File: src/rtl/swc_pkg.sv
// shared types, widths and constants of the sliding window correlation block
`default_nettype none
package swc_pkg;

    localparam int SAMPLE_BITS = 24;
    localparam int WINDOW_MAX  = 1024;
    localparam int ADDR_W      = $clog2(WINDOW_MAX);
    localparam int LEN_W       = 11;
    localparam int SUM1_W      = 35;
    localparam int SUM2_W      = 58;
    localparam int PROD_W      = 2 * SAMPLE_BITS;
    localparam int OPD_W       = 70;
    localparam int MUL_W       = 2 * OPD_W;
    localparam int FRAC_W      = 30;
    localparam int SRCH_W      = MUL_W + 2 * FRAC_W;
    localparam int Q_W         = FRAC_W + 1;
    localparam int BIT_W       = $clog2(Q_W);
    localparam int CORR_W      = 32;
    localparam int FIFO_DEPTH  = 4;
    localparam int FIFO_AW     = $clog2(FIFO_DEPTH);
    localparam int PADDR_W     = 3;
    localparam int PDATA_W     = 32;

    localparam logic [LEN_W-1:0]   LEN_RESET = LEN_W'(30);
    localparam logic [LEN_W-1:0]   LEN_MAX   = LEN_W'(WINDOW_MAX);
    localparam logic [Q_W-1:0]     Q_ONE     = Q_W'(1) << FRAC_W;
    localparam logic [PADDR_W-1:2] REG_WINDOW_LENGTH = '0;

    typedef struct packed {
        logic signed [SAMPLE_BITS-1:0] sample_x;
        logic signed [SAMPLE_BITS-1:0] sample_y;
        logic                          restart;
    } swc_in_t;

    typedef struct packed {
        logic signed [CORR_W-1:0] correlation;
        logic                     flat_window;
    } swc_out_t;

    typedef struct packed {
        logic        [LEN_W-1:0]  n;
        logic signed [SUM1_W-1:0] sum_x;
        logic signed [SUM1_W-1:0] sum_y;
        logic signed [SUM2_W-1:0] sum_xy;
        logic signed [SUM2_W-1:0] sum_xx;
        logic signed [SUM2_W-1:0] sum_yy;
    } swc_job_t;

    function automatic logic [OPD_W-1:0] abs_opd(input logic signed [OPD_W-1:0] v);
        logic [OPD_W-1:0] r;
        r = v[OPD_W-1] ? OPD_W'(-v) : OPD_W'(v);
        return r;
    endfunction

endpackage
`default_nettype wire

File: src/rtl/swc_fifo.sv
// short queue of window sum snapshots between front and back end
`default_nettype none
module swc_fifo (
    input  wire                 aclk,
    input  wire                 aresetn,
    input  wire                 push,
    input  swc_pkg::swc_job_t   push_data,
    output logic                full,
    input  wire                 pop,
    output swc_pkg::swc_job_t   pop_data,
    output logic                not_empty
);
    localparam int AW = swc_pkg::FIFO_AW;

    swc_pkg::swc_job_t mem_reg [swc_pkg::FIFO_DEPTH];
    logic [AW-1:0] wr_ptr_reg, rd_ptr_reg;
    logic [AW:0]   count_reg;
    logic          do_push, do_pop;

    assign full      = (count_reg == (AW+1)'(swc_pkg::FIFO_DEPTH));
    assign not_empty = (count_reg != '0);
    assign do_push   = push && !full;
    assign do_pop    = pop && not_empty;
    assign pop_data  = mem_reg[rd_ptr_reg];

    always_ff @(posedge aclk) begin
        if (do_push) mem_reg[wr_ptr_reg] <= push_data;
    end

    always_ff @(posedge aclk) begin
        if (!aresetn) begin
            wr_ptr_reg <= '0;
            rd_ptr_reg <= '0;
            count_reg  <= '0;
        end else begin
            if (do_push) wr_ptr_reg <= wr_ptr_reg + AW'(1);
            if (do_pop)  rd_ptr_reg <= rd_ptr_reg + AW'(1);
            if (do_push && !do_pop)      count_reg <= count_reg + (AW+1)'(1);
            else if (do_pop && !do_push) count_reg <= count_reg - (AW+1)'(1);
        end
    end

endmodule
`default_nettype wire

File: config.mk
export PLATFORM = sky130hd
export DESIGN_NAME = swc_fifo
export DESIGN_NICKNAME = d
export VERILOG_FILES = /design/src/rtl/swc_pkg.sv /design/src/rtl/swc_fifo.sv
export SDC_FILE = /design/constraint.sdc
export NUM_CORES = 1
export LEC_CHECK = 0
export ABC_AREA = 1
export BUFFER_PORTS_ARGS = -buffer_cell sky130_fd_sc_hd__buf_2
export CAP_MARGIN = 20
export CORE_ASPECT_RATIO = 1.75
export CORE_MARGIN = 8
export CORE_UTILIZATION = 57
export CTS_CLUSTER_SIZE = 24
export DETAILED_ROUTE_END_ITERATION = 12
export PLACE_DENSITY_LB_ADDON = 0.3
export SKIP_CTS_REPAIR_TIMING = 1
export SLEW_MARGIN = 10
export SYNTH_ARGS = -nofsm -noshare
export SYNTH_HDL_FRONTEND = slang
export SYNTH_SLANG_ARGS = --single-unit
File: constraint.sdc
create_clock -name aclk -period 16.91 [get_ports aclk]
set_input_delay 0 -clock aclk [delete_from_list [all_inputs] [get_ports aclk]]
set_output_delay 0 -clock aclk [all_outputs]
set_load 0.01 [all_outputs]
==> results by group <==
Status
  • Outcome: finished clean

Final layout
  • Fillcell total: 4,086
  • Non-Filler Instances: 4,230
  • Area Growth Syn to Fin: 22.4%
  • Layout cells sized above 1: 20.7%
  • Max FFs per register: 1,020
  • Net count, final: 3,522
  • Final instance area: 46,700 µm²

Setup path
  • Crit Path Max Fanout: 214
  • CP top delay family: buffers and inverters
  • CP cell instances: inv_16, buf_4, buf_4, o21ai_0, o22ai_1, buf_2
  • Maximum single-stage delay on the critical path: 870 ps
  • CP Class: reg -> out
  • Worst EP arrival: 4280 ps
  • Crit path buffers/inverters: 4
  • Req. time, crit path: 16,910 ps
  • Top cell by count, worst path: buf_4
  • Slowest library cell on the worst path: buf_4
  • CP Capture Type: primary output
  • Setup crit start kind: flop

Global route
  • GR Overflow Total: 0
  • Largest net degree at the start of global routing: 215
  • Gr usage total: 23.3%
  • First-pass GRT wire length: 136,000 µm
  • Initial antenna violation count: 11
  • Vias in the first global route: 23.3k

Hold path
  • Worst hold-check path type: in -> reg

Logic synthesis
  • Most frequent cell after synthesis: edfxtp_1
  • Unique masters post-synth: 20
  • Syn Nets: 2,800
  • Avg Cell Area, Syn: 15.1 µm²
  • Area leader, netlist: edfxtp_1
  • Synth Instances: 2,535
  • Top cells by count, synth: 1,020 x edfxtp_1, 524 x nor2_1, 397 x o21ai_0
  • Top cells by area, synth: edfxtp_1 80%, o21ai_0 5.2%, nor2_1 5.2%
  • Cell Area, Synth: 38,200 µm²
  • Synthesized flop and latch total: 1,029
  • Number of synthesis warnings: 0
  • Seq/Total Area, Yosys: 80.7%
  • Async S/R FF share, synth: 0%
  • Yosys top cell area share: 80.2%
  • Post-synth EDFFs: 1,020
  • Primary FF master, synth: edfxtp_1

Clock tree
  • Num CTS Buffers: 86
  • Clock-pin slew on the worst setup and hold paths: 70 ps
  • Worst skew pair latency: 640 ps
  • Max Buffers Root-to-Sink: 3
  • CTS HTree Levels: 3
  • Root buf cell: clkbuf_16
  • CTS tree: yes
  • Clock sinks: 1,029

Placement
  • Detail Placement HPWL: 55,200 µm
  • Dpl cell area: 41,200 µm²
  • Number of port buffers: 515
  • Dpl ws: 12,840 ps
  • Placed Cells: 3,798
  • Routability Congestion: 0.787

Flow run
  • Max_cap viols: 0

Routing
  • DRT iter0 DRCs: 2,660
  • First drt pass iteration count: 5
  • Average wire per standard cell: 22.8 µm
  • DR vias: 24.9k
  • Final WL: 96,600 µm
  • Final ANT Viol Nets: 0
  • Vias/cell: 5.88
  • DRC Markers: 0

Floorplanning
  • Standard-cell row count: 125
  • Core ar.: 66,300 µm²
  • Top Ports: 516
  • Die height: 358 µm
  • Die footprint: 75,800 µm²
  • Initial Utilization: 57.6%
  • Die X-Extent: 212 µm

Power and ir drop
  • Pwr dens: 148 nW/µm²
  • Total power: 6.91 mW
  • LEAKAGE: 16.4 nW
  • VDD IR max: 0.172 mV

Timing
  • Final cycle utilization of the critical path: 25.3%
  • Unrepaired setup endpoints after global routing: no
  • Fin Setup TNS: 0 ps
  • Final min period: 4280 ps
  • Slew Limit Fails: 0
  • Clock skew: 24.6 ps
  • Setup violations, final: 0
  • Fin. Hold Viols: 0
  • Slew Limit Headroom: 30.4%
  • Fmax: 0.234 GHz
  • Slew at the pin with the worst max-slew slack: 1040 ps
  • Final worst slack: 12,630 ps
## per-stage QoR
step | utilization, % | hold slack (ps)
2_1_floorplan | - | 98.9
3_5_place_dp | 62.1 | 217
5_1_grt | 70.4 | 89.6
6_report | 70.5 | 99.5
3_3_place_gp | 62.1 | 208
4_1_cts | 66.5 | -488
## final cells by class
cell class,instances,area [µm²],area share [%]
flip-flops and latches,1029,30800,66.0
multi-input cells,1320,6340,13.6
repair buffers,803,5420,11.6
clock buffers,96,2230,4.78
well taps,889,1110,2.38
clock inverters,62,682,1.46
inverters,17,85.1,0.182
diodes,14,35.0,0.0750
## layer usage
metal  up-vias  global-route usage, %  share of wire [%]
li1      11100                      -                  -
met5         -                      0              0.029
met1     12300                   29.5                 36
met3       173                   5.59                9.4
met4         4                   9.24                3.1
met2      1362                   38.7                 51
## placed cells by master, fill, tap and decap left out
master / instances
edfxtp_1: 1020
nor2_1: 520
buf_2: 515
o21ai_0: 397
dlygate4sd3_1: 259
o22ai_1: 255
o21ai_1: 114
clkbuf_16: 88
buf_4: 27
clkinv_2: 22
inv_1: 15
nand2_1: 15
diode_2: 14
clkinv_1: 14
bufinv_16: 12
clkbuf_1: 8
dfxtp_1: 7
clkinvlp_4: 6
ha_1: 5
nor2_4: 4
nand3_1: 4
inv_16: 4
a21oi_1: 3
inv_6: 2
dfxtp_4: 2
clkinv_4: 2
xor2_1: 1
nand3b_1: 1
fa_1: 1
clkinv_8: 1
inv_8: 1
buf_16: 1
buf_12: 1
## kinds of logic after synthesis
family | share of synthesized area [%]
buf+inv | 2.76
fa+ha+maj | 0.216
simple gates | 5.37
compound gates | 10.9
flops | 80.7
xor+xnor | 0.0229
## final timing paths
path / from / endpoint / slack, ps / depth (start not counted)
worst min register to register: rd_ptr_reg[1] / flop / 490 / 2
worst max-delay path: flop / pop_data[154] / 12630 / 6
worst min-delay path: push_data[6] / mem_reg[0][6] / 100 / 2
worst max register to register: count_reg[0] / mem_reg[1][107] / 12830 / 7
## where the power goes
| group | total [mW] | switching (mW) | internal, mW | leakage [nW] |
|---|---|---|---|---|
| clock | 2.04 | 0.896 | 1.15 | 1.43 |
| combinational | 1.68 | 1.16 | 0.517 | 5.52 |
| sequential | 3.18 | 0.0828 | 3.10 | 9.42 |
## worst register-to-register path: cells and delay by family (launching register included)
kind / cells / cell delay, ps
buffers and inverters: 3 / 2600
and+or+nand+nor: 4 / 630
DFF: 1 / 410
No activity file was read; power rests on OpenSTA's default activity.
